==> src/design/dvr_pkg.sv <==
// ----------------------------------------------------------------------------
// dvr_pkg
// Shared types and constants of the date validate and reorder block.
// ----------------------------------------------------------------------------
package dvr_pkg;

    // Text length of a complete date yyyy-mm-dd
    localparam logic [3:0] DATE_LEN   = 4'd10;
    // Positions of the two separators in the incoming text
    localparam logic [3:0] SEP_POS_A  = 4'd4;
    localparam logic [3:0] SEP_POS_B  = 4'd7;
    // Number of characters in a valid result
    localparam logic [3:0] OUT_LEN    = 4'd10;

    localparam logic [7:0] ASCII_DASH = 8'h2D;
    localparam logic [7:0] ASCII_ZERO = 8'h30;
    localparam logic [7:0] ASCII_NINE = 8'h39;

    // One classified date: verdict plus the digits y y y y m m d d
    typedef struct packed {
        logic            ok;
        logic [7:0][3:0] digits;
    } dvr_rec_t;

endpackage

==> src/design/dvr_in_if.sv <==
// ----------------------------------------------------------------------------
// dvr_in_if
// Character input channel: one text character per item.
// ----------------------------------------------------------------------------
interface dvr_in_if;
    logic       valid;
    logic       ready;
    logic [7:0] in_char;
    logic       end_of_text;

    modport source (output valid, output in_char, output end_of_text, input ready);
    modport sink   (input valid, input in_char, input end_of_text, output ready);
endinterface

==> src/design/dvr_out_if.sv <==
// ----------------------------------------------------------------------------
// dvr_out_if
// Result channel: one output character or one error marker per item.
// ----------------------------------------------------------------------------
interface dvr_out_if;
    logic       valid;
    logic       ready;
    logic [7:0] out_char;
    logic       date_ok;
    logic       final_char;

    modport source (output valid, output out_char, output date_ok, output final_char,
                    input ready);
    modport sink   (input valid, input out_char, input date_ok, input final_char,
                    output ready);
endinterface

==> src/design/iso_date_validate_reorder_core.sv <==
// ----------------------------------------------------------------------------
// iso_date_validate_reorder_core
// Checks a yyyy-mm-dd date text and rewrites it as dd-mm-yyyy.
// ----------------------------------------------------------------------------
// Usage:
//   din carries one text character per item; end_of_text marks the last one.
//   dout carries ten characters of dd-mm-yyyy with date_ok set, final_char on
//   the tenth, or a single item with out_char 0, date_ok 0, final_char 1
//   when the text is malformed or not a real calendar date.
// Timing:
//   The front stage takes one character per cycle while din.ready is high. At
//   the last character the date is classified and pushed into a QUEUE_DEPTH-entry
//   record queue; the record passes from the queue into the output register
//   before the first result is valid. The back stage emits one result item per
//   cycle while dout.ready is high, so the ten output items of a valid date
//   match the ten input characters of the next date.
// Reset:
//   Clears the character position, error flag, queue, output index and output valid flag.
// Stall:
//   The output register holds while dout.ready is low; din.ready drops only
//   once the record queue is full.
// ----------------------------------------------------------------------------
module iso_date_validate_reorder_core #(
    parameter int QUEUE_DEPTH = 2
) (
    input  logic      clk,
    input  logic      rst_n,
    dvr_in_if.sink    din,
    dvr_out_if.source dout
);

    dvr_pkg::dvr_rec_t push_rec;
    dvr_pkg::dvr_rec_t head_rec;
    logic              push;
    logic              pop;
    logic              full;
    logic              empty;

    // Parse and classify
    dvr_front u_front (
        .clk        (clk),
        .rst_n      (rst_n),
        .din        (din),
        .queue_full (full),
        .push       (push),
        .push_rec   (push_rec)
    );

    // Decouple the two sides
    dvr_queue #(
        .DEPTH (QUEUE_DEPTH)
    ) u_queue (
        .clk      (clk),
        .rst_n    (rst_n),
        .push     (push),
        .push_rec (push_rec),
        .pop      (pop),
        .full     (full),
        .empty    (empty),
        .head_rec (head_rec)
    );

    // Emit the reordered text
    dvr_back u_back (
        .clk      (clk),
        .rst_n    (rst_n),
        .empty    (empty),
        .head_rec (head_rec),
        .pop      (pop),
        .dout     (dout)
    );

endmodule

==> src/design/dvr_front.sv <==
// ----------------------------------------------------------------------------
// dvr_front
// Accepts characters, checks the format, stores the digits and, at the last
// character, classifies the date and pushes one record to the queue.
// ----------------------------------------------------------------------------
module dvr_front (
    input  logic              clk,
    input  logic              rst_n,
    dvr_in_if.sink            din,
    input  logic              queue_full,
    output logic              push,
    output dvr_pkg::dvr_rec_t push_rec
);

    logic [3:0]      pos_reg, pos_next;
    logic            err_reg, err_next;
    logic [7:0][3:0] digits_reg, digits_next;

    logic            accept;
    logic            is_digit;
    logic            is_dash;
    logic            bad_char;
    logic [2:0]      slot;
    logic [3:0]      pos_after;
    logic            err_after;
    logic            date_good;

    // True when the two-digit number tens,ones is a multiple of four
    function automatic logic div_by_4(input logic [3:0] tens, input logic [3:0] ones);
        logic r;
        if (tens[0])
            r = ones inside {4'd2, 4'd6};
        else
            r = ones inside {4'd0, 4'd4, 4'd8};
        return r;
    endfunction

    // Days in a month of a common year
    function automatic logic [4:0] month_len(input logic [6:0] month);
        logic [4:0] d;
        case (month)
            7'd2:                        d = 5'd28;
            7'd4, 7'd6, 7'd9, 7'd11:     d = 5'd30;
            default:                     d = 5'd31;
        endcase
        return d;
    endfunction

    // Calendar check on the stored digits y y y y m m d d
    function automatic logic check_date(input logic [7:0][3:0] d);
        logic [6:0] month;
        logic [6:0] day;
        logic [4:0] max_day;
        logic       century;
        logic       leap;
        logic       r;
        month   = {d[4], 3'b000} + {2'b00, d[4], 1'b0} + {3'b000, d[5]};
        day     = {d[6], 3'b000} + {2'b00, d[6], 1'b0} + {3'b000, d[7]};
        century = (d[2] == 4'd0) && (d[3] == 4'd0);
        leap    = div_by_4(d[2], d[3]) && (!century || div_by_4(d[0], d[1]));
        max_day = month_len(month);
        if ((month == 7'd2) && leap)
            max_day = 5'd29;
        r = ((d[0] | d[1] | d[2] | d[3]) != 4'd0)
            && (month != 7'd0) && (month <= 7'd12)
            && (day != 7'd0) && (day <= {2'b00, max_day});
        return r;
    endfunction

    assign din.ready = !queue_full;
    assign accept    = din.valid && din.ready;

    // Classify the incoming character
    always_comb
    begin
        is_digit = din.in_char inside {[dvr_pkg::ASCII_ZERO : dvr_pkg::ASCII_NINE]};
        is_dash  = (din.in_char == dvr_pkg::ASCII_DASH);
        if (pos_reg >= dvr_pkg::DATE_LEN)
            bad_char = 1'b1;
        else if ((pos_reg == dvr_pkg::SEP_POS_A) || (pos_reg == dvr_pkg::SEP_POS_B))
            bad_char = !is_dash;
        else
            bad_char = !is_digit;

        if (pos_reg < dvr_pkg::SEP_POS_A)
            slot = pos_reg[2:0];
        else if (pos_reg < dvr_pkg::SEP_POS_B)
            slot = 3'(pos_reg - 4'd1);
        else
            slot = 3'(pos_reg - 4'd2);
    end

    // Store the digit, advance the position, collect the verdict
    always_comb
    begin
        digits_next = digits_reg;
        if (!bad_char && (pos_reg != dvr_pkg::SEP_POS_A) && (pos_reg != dvr_pkg::SEP_POS_B))
            digits_next[slot] = 4'(din.in_char - dvr_pkg::ASCII_ZERO);
        pos_after = (pos_reg < dvr_pkg::DATE_LEN) ? pos_reg + 4'd1 : pos_reg;
        err_after = err_reg | bad_char;
        date_good = !err_after && (pos_after == dvr_pkg::DATE_LEN) && check_date(digits_next);

        pos_next = pos_after;
        err_next = err_after;
        if (din.end_of_text)
        begin
            pos_next = 4'd0;
            err_next = 1'b0;
        end
    end

    assign push            = accept && din.end_of_text;
    assign push_rec.ok     = date_good;
    assign push_rec.digits = digits_next;

    // Hold the parse state
    always_ff @(posedge clk or negedge rst_n)
    begin
        if (!rst_n)
        begin
            pos_reg <= 4'd0;
            err_reg <= 1'b0;
        end
        else if (accept)
        begin
            pos_reg <= pos_next;
            err_reg <= err_next;
        end
    end

    // Digit store needs no reset
    always_ff @(posedge clk)
    begin
        if (accept)
            digits_reg <= digits_next;
    end

endmodule

==> src/design/dvr_queue.sv <==
// ----------------------------------------------------------------------------
// dvr_queue
// Small first-in first-out buffer of classified date records.
// ----------------------------------------------------------------------------
module dvr_queue #(
    parameter int DEPTH = 2
) (
    input  logic              clk,
    input  logic              rst_n,
    input  logic              push,
    input  dvr_pkg::dvr_rec_t push_rec,
    input  logic              pop,
    output logic              full,
    output logic              empty,
    output dvr_pkg::dvr_rec_t head_rec
);

    localparam int PTR_W = (DEPTH > 1) ? $clog2(DEPTH) : 1;
    localparam int CNT_W = $clog2(DEPTH + 1);

    dvr_pkg::dvr_rec_t mem_reg [DEPTH];
    logic [PTR_W-1:0]  wr_ptr_reg, wr_ptr_next;
    logic [PTR_W-1:0]  rd_ptr_reg, rd_ptr_next;
    logic [CNT_W-1:0]  count_reg, count_next;
    logic              do_push;
    logic              do_pop;

    assign full     = (count_reg == CNT_W'(DEPTH));
    assign empty    = (count_reg == '0);
    assign head_rec = mem_reg[rd_ptr_reg];
    assign do_push  = push && !full;
    assign do_pop   = pop && !empty;

    // Advance pointers with wrap and track the fill level
    always_comb
    begin
        wr_ptr_next = wr_ptr_reg;
        rd_ptr_next = rd_ptr_reg;
        count_next  = count_reg;
        if (do_push)
            wr_ptr_next = (wr_ptr_reg == PTR_W'(DEPTH - 1)) ? '0 : wr_ptr_reg + PTR_W'(1);
        if (do_pop)
            rd_ptr_next = (rd_ptr_reg == PTR_W'(DEPTH - 1)) ? '0 : rd_ptr_reg + PTR_W'(1);
        if (do_push && !do_pop)
            count_next = count_reg + CNT_W'(1);
        else if (do_pop && !do_push)
            count_next = count_reg - CNT_W'(1);
    end

    always_ff @(posedge clk or negedge rst_n)
    begin
        if (!rst_n)
        begin
            wr_ptr_reg <= '0;
            rd_ptr_reg <= '0;
            count_reg  <= '0;
        end
        else
        begin
            wr_ptr_reg <= wr_ptr_next;
            rd_ptr_reg <= rd_ptr_next;
            count_reg  <= count_next;
        end
    end

    // Write the entry storage
    always_ff @(posedge clk)
    begin
        if (do_push)
            mem_reg[wr_ptr_reg] <= push_rec;
    end

endmodule

==> src/design/dvr_back.sv <==
// ----------------------------------------------------------------------------
// dvr_back
// Takes records from the queue and emits dd-mm-yyyy one character per item
// through an output register, or one error item for a rejected date.
// ----------------------------------------------------------------------------
module dvr_back (
    input  logic              clk,
    input  logic              rst_n,
    input  logic              empty,
    input  dvr_pkg::dvr_rec_t head_rec,
    output logic              pop,
    dvr_out_if.source         dout
);

    logic [3:0] idx_reg, idx_next;
    logic       valid_reg, valid_next;
    logic [7:0] char_reg, char_next;
    logic       ok_reg, ok_next;
    logic       last_reg, last_next;
    logic       load;
    logic [3:0] digit;
    logic       is_sep;

    assign load = !empty && (!valid_reg || dout.ready);

    // Pick the digit for the current output position
    always_comb
    begin
        is_sep = 1'b0;
        digit  = 4'd0;
        case (idx_reg)
            4'd0:       digit  = head_rec.digits[6];
            4'd1:       digit  = head_rec.digits[7];
            4'd2:       is_sep = 1'b1;
            4'd3:       digit  = head_rec.digits[4];
            4'd4:       digit  = head_rec.digits[5];
            4'd5:       is_sep = 1'b1;
            4'd6:       digit  = head_rec.digits[0];
            4'd7:       digit  = head_rec.digits[1];
            4'd8:       digit  = head_rec.digits[2];
            4'd9:       digit  = head_rec.digits[3];
            default:    is_sep = 1'b1;
        endcase
    end

    // Load the output register and step through the record
    always_comb
    begin
        valid_next = valid_reg;
        char_next  = char_reg;
        ok_next    = ok_reg;
        last_next  = last_reg;
        idx_next   = idx_reg;
        pop        = 1'b0;
        if (load)
        begin
            valid_next = 1'b1;
            if (head_rec.ok)
            begin
                char_next = is_sep ? dvr_pkg::ASCII_DASH : dvr_pkg::ASCII_ZERO + {4'd0, digit};
                ok_next   = 1'b1;
                last_next = (idx_reg == dvr_pkg::OUT_LEN - 4'd1);
                if (last_next)
                begin
                    idx_next = 4'd0;
                    pop      = 1'b1;
                end
                else
                    idx_next = idx_reg + 4'd1;
            end
            else
            begin
                char_next = 8'd0;
                ok_next   = 1'b0;
                last_next = 1'b1;
                idx_next  = 4'd0;
                pop       = 1'b1;
            end
        end
        else if (dout.ready)
            valid_next = 1'b0;
    end

    always_ff @(posedge clk or negedge rst_n)
    begin
        if (!rst_n)
        begin
            valid_reg <= 1'b0;
            idx_reg   <= 4'd0;
        end
        else
        begin
            valid_reg <= valid_next;
            idx_reg   <= idx_next;
        end
    end

    // Payload of the output register
    always_ff @(posedge clk)
    begin
        char_reg <= char_next;
        ok_reg   <= ok_next;
        last_reg <= last_next;
    end

    assign dout.valid      = valid_reg;
    assign dout.out_char   = char_reg;
    assign dout.date_ok    = ok_reg;
    assign dout.final_char = last_reg;

endmodule

==> src/flat_wrapper.sv <==
// flat-port wrapper written by rule: the top's interface ports become plain ports
module iso_date_validate_reorder_core_flat 
#(
    parameter int QUEUE_DEPTH = 2
)
  (clk, rst_n, din_valid, din_in_char, din_end_of_text, din_ready, dout_valid, dout_out_char, dout_date_ok, dout_final_char, dout_ready);
  dvr_in_if din_i ();
  dvr_out_if dout_i ();
  input  logic clk;
  input  logic rst_n;
  input wire logic [$bits(din_i.valid)-1:0] din_valid;
  input wire logic [$bits(din_i.in_char)-1:0] din_in_char;
  input wire logic [$bits(din_i.end_of_text)-1:0] din_end_of_text;
  output wire logic [$bits(din_i.ready)-1:0] din_ready;
  output wire logic [$bits(dout_i.valid)-1:0] dout_valid;
  output wire logic [$bits(dout_i.out_char)-1:0] dout_out_char;
  output wire logic [$bits(dout_i.date_ok)-1:0] dout_date_ok;
  output wire logic [$bits(dout_i.final_char)-1:0] dout_final_char;
  input wire logic [$bits(dout_i.ready)-1:0] dout_ready;
  assign din_i.valid = din_valid;
  assign din_i.in_char = din_in_char;
  assign din_i.end_of_text = din_end_of_text;
  assign din_ready = din_i.ready;
  assign dout_valid = dout_i.valid;
  assign dout_out_char = dout_i.out_char;
  assign dout_date_ok = dout_i.date_ok;
  assign dout_final_char = dout_i.final_char;
  assign dout_i.ready = dout_ready;
  iso_date_validate_reorder_core #(.QUEUE_DEPTH(QUEUE_DEPTH)) u_core (.clk(clk), .rst_n(rst_n), .din(din_i), .dout(dout_i));
endmodule
==> config.mk <==
export PLATFORM = sky130hd
export DESIGN_NAME = iso_date_validate_reorder_core_flat
export DESIGN_NICKNAME = d
export VERILOG_FILES = /design/src/design/dvr_pkg.sv /design/src/design/dvr_in_if.sv /design/src/design/dvr_out_if.sv /design/src/design/iso_date_validate_reorder_core.sv /design/src/design/dvr_front.sv /design/src/design/dvr_queue.sv /design/src/design/dvr_back.sv /design/src/flat_wrapper.sv
export SDC_FILE = /design/constraint.sdc
export NUM_CORES = 1
export LEC_CHECK = 0
export BUFFER_PORTS_ARGS = -buffer_cell sky130_fd_sc_hd__buf_4
export CORE_MARGIN = 10
export CORE_UTILIZATION = 60
export CTS_CLUSTER_SIZE = 30
export DETAILED_ROUTE_END_ITERATION = 10
export HOLD_SLACK_MARGIN = 0.03
export PLACE_DENSITY = 0.78
export SYNTH_ARGS = -nofsm -noshare
export SYNTH_HDL_FRONTEND = slang
export SYNTH_SLANG_ARGS = --single-unit
==> constraint.sdc <==
create_clock -name clk -period 6.7 [get_ports clk]
set_clock_uncertainty 0.2 [all_clocks]
set_input_delay 0.67 -clock clk [delete_from_list [all_inputs] [get_ports clk]]
set_output_delay 0.67 -clock clk [all_outputs]
set_load 0.05 [all_outputs]
==> run metrics, run 1 <==
status=completed; Clk Latency, worst-skew pair=0.53 ns; fraction of registers with async set/reset=11.7%; drt wl/cell=21.7 um; CP startpoint=u_core.u_front.pos_reg[1]$_DFFE_PN0P_; Num CTS Buffers=17; sequential area share after synthesis=58.0%; grt ovf=0; largest area contributor in the netlist=edfxtp_1; FF-to-FF setup slack=0.36 ns; Chip Width=121 um; Largest register FFs=66; ANT cells=0; EDFF count, synth=106; r2r startpoint=u_core.u_front.pos_reg[1]$_DFFE_PN0P_; largest net degree at the start of global routing=35; setup_tns=0 ns; setup ws final=0.362 ns; Post-DP Area=6360 um^2; most frequent cells after synthesis=edfxtp_1 (106), mux2i_1 (40), nand2_1 (39), inv_1 (26); Starting Density=62.0%; die area=14600 um^2; number of global-route vias before repair=around 4000; Ports=25; pwr/cell area=461 nW/um^2; Post-Synthesis Cells=473; fin crit share=94.6%; Worst Setup Path Type=reg2reg; hold_ws=0.194 ns; vias per inst=around 6.3; share of layout cells above drive strength 1=21.9%; Syn-to-layout area delta=16.3%; synth warn=0; Critical Path Start Type=flop; Req. time, crit path=around 6.8 ns; Slew Limit Headroom=47.9%; nets=between 500 and 600; drt pass-1 iters=5; Most used DFF post-synth=edfxtp_1; Tmin final=6.34 ns; gpl congestion=0.894; Max Freq=158 MHz; H-Tree Depth=4; static leakage=2.72 nW; initial antenna violation count=0; Sink Count=120; CTS tree=built; Peak VDD IR=0.000247 V; Synth top area share=52.3%; Unique masters post-synth=64; worst-margin pin slew=0.782 ns; via count=4086; Design Area, Final=between 7000 and 8000 um^2; DRC errors left=0; syn_area_per_cell=~13 um^2; CTS root buffer=clkbuf_8; Fin. Hold Viols=0; max-cap check violation count=0; crit path to=u_core.u_queue.mem_reg[0][32]$_DFFE_PP_; final WL=14100 um; clk slew on worst S/H paths=0.06 ns; Chip Height=121 um; Longest Clk Path Bufs=2; CP max FO=11; capturing point of the worst reg2reg path=u_core.u_queue.mem_reg[0][32]$_DFFE_PP_; FF-to-FF path depth=25; Min-Delay Path Class=in2reg; global-route wire length before repair=22100 um; Global Route Usage Sum=19.9%; Place WS=-0.109 ns; row count=36; most common cell in the netlist=edfxtp_1; DR iter-0 viols=just under 600; Synth Cell Area=6090 um^2; max-slew violations=0; core region area=just under 10000 um^2; Critical Path Sink Type=flop; ranking of synthesized cells by area=edfxtp_1 (52%), mux2i_1 (6.6%), dfrtp_1 (5.8%), ha_1 (4.5%), mux2_2 (4.1%); # port buffers=22; #FFs+latches synth=120; ANT nets after route=0; CP Data Arrival Time=~6.5 ns; # fillers=688; Setup violations, final=0; Final Util=72.1%; hpwl dp=9010 um
-- stage by stage --
| step | power (mW) | std cells |
|---|---|---|
| after floorplan | 1.97 | 474 |
| after detailed placement | 2.24 | 614 |
| final | 3.26 | 650 |
| after CTS | 3.23 | 647 |
| after global routing | 3.42 | 650 |
| after global placement | 2.20 | 614 |
-- worst min path at each step --
| stage | startpoint | endpoint | slack (ns) | cells past startpoint |
|---|---|---|---|---|
| 2_1_floorplan | rst_n | u_core.u_back.dout.valid$_DFFE_PN0P_ | 0.17 | 0 |
| 3_5_place_dp | u_core.u_back.dout.valid$_DFFE_PN0P_ | u_core.u_back.dout.valid$_DFFE_PN0P_ | 0.28 | 2 |
| 4_1_cts | dout_ready | u_core.u_back.dout.valid$_DFFE_PN0P_ | 0.18 | 3 |
| 6_report | dout_ready | u_core.u_back.dout.valid$_DFFE_PN0P_ | 0.19 | 3 |
| 3_3_place_gp | u_core.u_back.dout.valid$_DFFE_PN0P_ | u_core.u_back.dout.valid$_DFFE_PN0P_ | 0.28 | 2 |
| 5_1_grt | dout_ready | u_core.u_back.dout.valid$_DFFE_PN0P_ | 0.20 | 3 |
-- layout by cell type (no fill, tap or decap), types with 3 or more instances in the layout --
cell type and count:
dfrtp_2 4, a21o_1 3, ha_1 21, o211ai_1 4, clkbuf_8 3, and2_1 3
nor4_1 6, nor2b_1 7, xor2_1 4, edfxtp_1 106, clkbuf_16 16, nand2b_1 6
a31oi_1 5, buf_4 31, nand2_1 38, o31ai_1 3, bufinv_16 4, and3_1 5
fa_1 3, xnor2_1 5, nor2_1 19, o21ai_0 18, inv_1 26, dfrtp_1 10
a21oi_1 16, mux2i_1 38, nand2_2 3, nand3_1 7, mux2_2 22, clkinv_4 4
o22ai_1 16, o41ai_1 3, nor3_1 9
-- power breakdown --
part           switching [mW]  leakage [nW]  total [mW]  internal (mW)
registers               0.101          1.16        1.15           1.05
clock network           0.346         0.305       0.974          0.628
logic                   0.715          1.26        1.14          0.421
-- cells by family after synthesis --
kind of cell | count (synthesis) | share of synthesized area, %
fa+ha+maj | 25 | 5.51
simple gates | 115 | 10.0
flops | 120 | 58.0
mux | 63 | 10.9
buf+inv | 48 | 3.51
compound gates | 91 | 10.4
other cells | 1 | 0.0616
xor+xnor | 10 | 1.56
-- layer usage --
| metal | track usage, % | wire, um |
|---|---|---|
| met2 | 33.1 | 7070 |
| met5 | 0 | 0 |
| met3 | 4.79 | 850 |
| met4 | 9.13 | 400 |
| met1 | 24.0 | 5800 |
-- worst max-delay path, cell delays in order, from the launching register on --
cell       delay (ns)
dfrtp_2          0.49
inv_1            0.13
ha_1             0.33
nor2b_1          0.15
a221oi_2         0.36
nor2_1           0.13
nand2_2          0.21
mux2i_4          0.32
inv_2            0.10
xnor2_1          0.13
ha_1             0.33
fa_1             0.47
and2_1           0.19
a21oi_1          0.12
or2_2            0.12
nor2_1           0.03
and3_1           0.19
a211oi_2         0.32
nor3_1           0.10
ha_1             0.29
a21oi_1          0.12
a2111oi_0        0.07
or4_1            0.48
nor3_1           0.24
o211ai_1         0.15
a2111oi_2        0.33
-- final cells by class --
cell class | count | area, um^2 | area share [%]
well taps | 133 | 166 | 2.35
flip-flops and latches | 120 | 3540 | 50.0
repair buffers | 32 | 243 | 3.43
clock inverters | 13 | 193 | 2.72
clock buffers | 19 | 442 | 6.24
multi-input cells | 306 | 2400 | 33.9
inverters | 27 | 101 | 1.43
-- what timing repair did --
| item | CTS | global route |
|---|---|---|
| endpoints found under the hold margin | 14 | 0 |
| pin swaps | 0 | 2 |
| setup endpoints to repair | 2 | 2 |
| hold buffers | 1 | 0 |
| resized for setup | 3 | 9 |
| gates cloned | 0 | 0 |
| setup buffers | 0 | 3 |
Power figures use the tool's default switching activity.
==> inputs of run 2 (changes only) <==
--- a/config.mk
+++ b/config.mk
@@ -5,13 +5,15 @@
 export SDC_FILE = /design/constraint.sdc
 export NUM_CORES = 1
 export LEC_CHECK = 0
-export BUFFER_PORTS_ARGS = -buffer_cell sky130_fd_sc_hd__buf_4
+export BUFFER_PORTS_ARGS = -buffer_cell sky130_fd_sc_hd__buf_2
 export CORE_MARGIN = 10
 export CORE_UTILIZATION = 60
 export CTS_CLUSTER_SIZE = 30
 export DETAILED_ROUTE_END_ITERATION = 10
 export HOLD_SLACK_MARGIN = 0.03
 export PLACE_DENSITY = 0.78
+export REMOVE_ABC_BUFFERS = 1
+export SKIP_CTS_REPAIR_TIMING = 1
 export SYNTH_ARGS = -nofsm -noshare
 export SYNTH_HDL_FRONTEND = slang
 export SYNTH_SLANG_ARGS = --single-unit
==> run 2 against run 1 <==
Net effect: first-iteration DRC count decreased by 30%; cell count increased by 0.62%; utilization decreased by 0.80 points; count of clock-buffer cells in the layout decreased by 2; clock power decreased by 6.6%; via count up 0.37%; flip-flop and latch count is the same; combinational power is 4% lower; wire length is 0.52% lower; worst hold slack better by 0.019 ns; critical path type unchanged; largest power group unchanged; highest routed layer unchanged.
==> run metrics, run 2 (synthesis gave the netlist of run 1 again) <==
CTS tree=built (unchanged); final WL=14000 um (was 14100 um); hpwl dp=9190 um (was 9010 um); pwr/cell area=459 nW/um^2 (was 461 nW/um^2); Req. time, crit path=6.80 ns (was 6.82 ns); Slew Limit Headroom=32.4% (was 47.9%); FF-to-FF setup slack=0.40 ns (was 0.36 ns); Reg area=3540 um^2 (unchanged); largest net degree at the start of global routing=42 (was 35); CP startpoint=u_core.u_front.pos_reg[0]$_DFFE_PN0P_ (was u_core.u_front.pos_reg[1]$_DFFE_PN0P_); drt pass-1 iters=5 (unchanged); Ports=25 (unchanged); nets=546 (was 542); most frequent CP cell=ha_1 (unchanged); Critical Path Sink Type=flop (unchanged); r2r startpoint=u_core.u_front.pos_reg[0]$_DFFE_PN0P_ (was u_core.u_front.pos_reg[1]$_DFFE_PN0P_); global-route wire length before repair=22200 um (was 22100 um); Tmin final=6.30 ns (was 6.34 ns); status=completed (unchanged); footprint of the multi-input gates=2390 um^2 (was 2400 um^2); Setup violations, final=0 (unchanged); worst-margin pin slew=1.01 ns (was 0.782 ns); core region area=9820 um^2 (unchanged); setup_tns=0 ns (unchanged); crit path to=u_core.u_queue.mem_reg[1][32]$_DFFE_PP_ (was u_core.u_queue.mem_reg[0][32]$_DFFE_PP_); commonest non-fill, non-tap cell in the layout=edfxtp_1 (unchanged); Syn-to-layout area delta=15.0% (was 16.3%); Num CTS Buffers=17 (unchanged); DRC errors left=0 (unchanged); Max Freq=159 MHz (was 158 MHz); setup ws final=0.397 ns (was 0.362 ns); Chip Width=121 um (unchanged); static leakage=2.71 nW (was 2.72 nW); Longest Clk Path Bufs=2 (unchanged); clk slew on worst S/H paths=0.06 ns (about the same); Place WS=-0.0762 ns (was -0.109 ns); Non-Filler Instances=654 (was 650); Fin. Hold Viols=0 (unchanged); ANT cells=0 (unchanged); # fillers=675 (was 688); Peak VDD IR=0.000249 V (was 0.000247 V); total placed cells including tap cells=615 (was 614); cell family with most CP delay=simple AND/OR/NAND/NOR gates (unchanged); capturing point of the worst reg2reg path=u_core.u_queue.mem_reg[1][32]$_DFFE_PP_ (was u_core.u_queue.mem_reg[0][32]$_DFFE_PP_); Global Route Usage Sum=19.8% (was 19.9%); drt wl/cell=21.5 um (was 21.7 um); gpl congestion=0.880 (was 0.894); Sink Count=120 (unchanged); fin crit share=94.1% (was 94.6%); ANT nets after route=0 (unchanged); FF-to-FF path depth=24 (was 25); share of layout cells above drive strength 1=22.5% (was 21.9%); die area=14600 um^2 (unchanged); Min-Delay Path Class=in2reg (unchanged); via count=4101 (was 4086); Max stage delay on crit path=0.47 ns (was 0.49 ns); Starting Density=62.0% (unchanged); H-Tree Depth=4 (unchanged); initial antenna violation count=0 (unchanged); # port buffers=22 (unchanged); CP Data Arrival Time=6.41 ns (was 6.46 ns); buffer and inverter count on the worst path=1 (was 2); grt ovf=0 (unchanged); Max stage delay cell, worst path=or4_1 (was dfrtp_2); vias per inst=6.27 (was 6.29); CP max FO=11 (unchanged); hold_ws=0.213 ns (was 0.194 ns); Final Util=71.3% (was 72.1%); number of global-route vias before repair=4129 (was 4006); max-cap check violation count=0 (unchanged); row count=36 (unchanged); DR iter-0 viols=417 (was 596); Chip Height=121 um (unchanged); Critical Path Start Type=flop (unchanged); Crit. path cell count=24 (was 25); Worst Setup Path Type=reg2reg (unchanged); worst-path cell chain=ha_2, nor2_1, o211ai_2, nor4b_4, nand2_2, mux2i_2, inv_1, ha_1, ha_1, fa_1, and2_1, a21oi_1, or2_2, nor2_1, and3_1, a211oi_4, nor3_1, ha_1, a21oi_1, a2111oi_0, or4_1, nor3_1, o211ai_1, a2111oi_2; worst hold stages=3 (unchanged); Clk Latency, worst-skew pair=0.52 ns (was 0.53 ns); max-slew violations=0 (unchanged); Largest register FFs=66 (unchanged); CTS root buffer=clkbuf_8 (unchanged); most frequent cells in the layout=edfxtp_1 (106), nand2_1 (38), mux2i_1 (38) (unchanged)
[run 2: cell count changes in the layout (fill, tap and decap cells not counted), sizes merged]
cell | previous run | this run
buf | 31 | 35
bufinv | 4 | 3
clkbuf | 19 | 17
clkinv | 5 | 8
[run 2: report_power, final]
group | total (mW) | internal [mW] | switching, mW | leakage [nW]
clock | 0.910 | 0.567 | 0.343 | 0.288
combinational | 1.10 | 0.415 | 0.686 | 1.26
sequential | 1.20 | 1.05 | 0.148 | 1.16
[run 2: area by class of cell]
cell class / instances / area share, %
inverters: 27 / 1.45
repair buffers: 36 / 3.11
well taps: 133 / 2.38
clock inverters: 15 / 2.54
clock buffers: 17 / 5.91
multi-input cells: 306 / 34.1
flip-flops and latches: 120 / 50.5
[run 2: worst min path at each step]
stage	from	slack, ns	endpoint
floorplan	rst_n	0.17	u_core.u_back.dout.valid$_DFFE_PN0P_
global placement	u_core.u_back.dout.valid$_DFFE_PN0P_	0.27	u_core.u_back.dout.valid$_DFFE_PN0P_
detailed placement	u_core.u_back.dout.valid$_DFFE_PN0P_	0.27	u_core.u_back.dout.valid$_DFFE_PN0P_
CTS	rst_n	-0.15	u_core.u_front.err_reg$_DFFE_PN0P_
global route	dout_ready	0.22	u_core.u_back.dout.valid$_DFFE_PN0P_
finish	dout_ready	0.21	u_core.u_back.dout.valid$_DFFE_PN0P_
[run 2: routing by layer]
layer	vias to the layer above	track usage (%)	routed length, um
met3	41	6.19	1110
met4	0	9.20	511
met1	1997	23.5	5610
li1	1856	-	-
met2	207	32.3	6810
met5	-	0	0
[run 2: stage by stage]
stage | instance area, um^2 | total power [mW]
2_1_floorplan | 5980 | 1.95
3_3_place_gp | 6310 | 2.19
3_5_place_dp | 6310 | 2.23
4_1_cts | 6910 | 3.16
5_1_grt | 7000 | 3.37
6_report | 7000 | 3.21
[run 2: worst min-delay path, stage by stage]
cell and delay (ns):
buf_2 0.07, nand2b_1 0.10, nand2_1 0.05
==> inputs of run 3 (changes only) <==
--- a/config.mk
+++ b/config.mk
@@ -7,11 +7,12 @@
 export LEC_CHECK = 0
 export BUFFER_PORTS_ARGS = -buffer_cell sky130_fd_sc_hd__buf_2
 export CORE_MARGIN = 10
-export CORE_UTILIZATION = 60
+export CORE_UTILIZATION = 55
 export CTS_CLUSTER_SIZE = 30
 export DETAILED_ROUTE_END_ITERATION = 10
 export HOLD_SLACK_MARGIN = 0.03
-export PLACE_DENSITY = 0.78
+export PLACE_DENSITY = 0.72
+export RECOVER_POWER = 25
 export REMOVE_ABC_BUFFERS = 1
 export SKIP_CTS_REPAIR_TIMING = 1
 export SYNTH_ARGS = -nofsm -noshare
==> run 3 against run 2 <==
Net effect: the run now ends with max-capacitance violations, max-slew violations left; register-to-register slack better by 0.04 ns; clock power up 5.8%; setup slack better by 0.041 ns; sequential power down 4%; sequential share of layout area down 0.31 points; worst hold slack worse by 0.0020 ns; power up 0.60%; maximum frequency up 0.66%; non-clock buffer count up 2; die area up 7.6%; critical endpoint is now u_core.u_queue.mem_reg[0][32]$_DFFE_PP_; largest cell class unchanged; largest power group unchanged; highest routed layer unchanged.
==> run metrics, run 3 (synthesis gave the netlist of run 1 again) <==
hold_ws=0.211 ns (was 0.213 ns); largest net degree at the start of global routing=35 (was 42); Peak VDD IR=0.000286 V (was 0.000249 V); failing checks=max-capacitance violations, max-slew violations; max-slew violations=35 (was 0); Critical Path Sink Type=flop (unchanged); number of global-route vias before repair=3942 (was 4129); via count=3984 (was 4101); drt pass-1 iters=5 (unchanged); RSZ-0062 raised after global routing=no; Ports=25 (unchanged); DRC errors left=0 (unchanged); Chip Width=125 um (was 121 um); fin crit share=93.4% (was 94.1%); drt wl/cell=20.1 um (was 21.5 um); pwr/cell area=459 nW/um^2 (about the same); CTS root buffer=clkbuf_8 (unchanged); row count=38 (was 36); CP max FO=7 (was 11); nets=548 (was 546); most frequent cells in the layout=edfxtp_1 (106), nand2_1 (38), mux2i_1 (38) (unchanged); static leakage=2.69 nW (was 2.71 nW); Worst Setup Path Type=reg2reg (unchanged); worst-margin pin slew=1.88 ns (was 1.01 ns); worst hold stages=3 (unchanged); final WL=13300 um (was 14000 um); Chip Height=125 um (was 121 um); max-cap check violation count=1 (was 0); die area=15700 um^2 (was 14600 um^2); Max Freq=160 MHz (was 159 MHz); FF-to-FF path depth=25 (was 24); Largest register FFs=66 (unchanged); commonest non-fill, non-tap cell in the layout=edfxtp_1 (unchanged); grt ovf=0 (unchanged); Num CTS Buffers=17 (unchanged); Tmin final=6.26 ns (was 6.30 ns); vias per inst=6.01 (was 6.27); Post-DP Area=6340 um^2 (was 6310 um^2); H-Tree Depth=4 (unchanged); Min-Delay Path Class=in2reg (unchanged); status=finished, violations left (was completed); Design Area, Final=7040 um^2 (was 7000 um^2); Sink Count=120 (unchanged); Starting Density=56.2% (was 62.0%); clk slew on worst S/H paths=0.06 ns (about the same); hpwl dp=9260 um (was 9190 um); Slew Limit Headroom=-25.2% (was 32.4%); CP Data Arrival Time=6.35 ns (was 6.41 ns); ANT nets after route=0 (unchanged); Final Util=65.0% (was 71.3%); gpl congestion=0.868 (was 0.880); Req. time, crit path=6.79 ns (was 6.80 ns); # port buffers=22 (unchanged); DR iter-0 viols=331 (was 417); Syn-to-layout area delta=15.7% (was 15.0%); CTS tree=built (unchanged); global-route wire length before repair=21300 um (was 22200 um); Longest Clk Path Bufs=2 (unchanged); Setup violations, final=0 (unchanged); share of layout cells above drive strength 1=20.3% (was 22.5%); ANT cells=0 (unchanged); Critical Path Start Type=flop (unchanged); Global Route Usage Sum=17.2% (was 19.8%); Tot Pwr=3.23 mW (was 3.21 mW); Clk Latency, worst-skew pair=0.53 ns (was 0.52 ns); core region area=10800 um^2 (was 9820 um^2); setup_tns=0 ns (unchanged); initial antenna violation count=0 (unchanged); Fin. Hold Viols=0 (unchanged)
-- run 3: routing by layer --
layer	global-route usage, %	wire [um]
met5	0	0
met4	8.06	348
met3	4.99	667
met2	27.5	6410
met1	21.2	5870
-- run 3: power by group --
| group | leakage [nW] | switching [mW] | total, mW | internal (mW) |
|---|---|---|---|---|
| Sequential | 1.16 | 0.0952 | 1.15 | 1.05 |
| Combinational | 1.23 | 0.713 | 1.12 | 0.406 |
| Clock | 0.297 | 0.352 | 0.963 | 0.612 |
-- run 3: final cells by class --
| type | instances | area [um^2] |
|---|---|---|
| Inverter | 27 | 101 |
| Clock inverter | 15 | 215 |
| Fill cell | 784 | 3800 |
| Timing Repair Buffer | 38 | 216 |
| Multi-Input combinational cell | 306 | 2380 |
| Clock buffer | 17 | 414 |
| Sequential cell | 120 | 3540 |
| Tap cell | 140 | 175 |
-- run 3: worst paths after layout --
kind / startpoint / end / slack, ns
max: u_core.u_front.pos_reg[0]$_DFFE_PN0P_ / u_core.u_queue.mem_reg[0][32]$_DFFE_PP_ / 0.44
min: dout_ready / u_core.u_back.dout.valid$_DFFE_PN0P_ / 0.21
max reg2reg: u_core.u_front.pos_reg[0]$_DFFE_PN0P_ / u_core.u_queue.mem_reg[0][32]$_DFFE_PP_ / 0.44
min reg2reg: u_core.u_front.err_reg$_DFFE_PN0P_ / u_core.u_front.err_reg$_DFFE_PN0P_ / 0.30
max in group asynchronous: rst_n / u_core.u_front.pos_reg[0]$_DFFE_PN0P_ / 5.07
min in group asynchronous: rst_n / u_core.u_queue.rd_ptr_reg$_DFFE_PN0P_ / 0.60
-- run 3: worst max-delay path, stage by stage (launching register included) --
cell and delay [ns]:
dfrtp_2 0.44, inv_1 0.09, ha_1 0.34, nor2b_1 0.16
a221oi_2 0.35, nor2_1 0.13, nand2_2 0.19, mux2i_4 0.31
inv_2 0.09, xnor2_1 0.13, ha_1 0.34, fa_1 0.46
and2_1 0.19, a21oi_1 0.13, or2_2 0.12, nor2_1 0.04
and3_1 0.19, a211oi_2 0.33, nor3_1 0.10, ha_1 0.30
a21oi_1 0.13, a2111oi_0 0.06, or4_1 0.47, nor3_1 0.20
o211ai_1 0.12, a2111oi_1 0.39
-- run 3: stage by stage --
step	worst slack, ns	std cells
after CTS	-0.107	657
after detailed placement	0.0153	625
after global routing	0.0222	663
after floorplan	0.723	453
after global placement	0.303	625
final	0.439	663
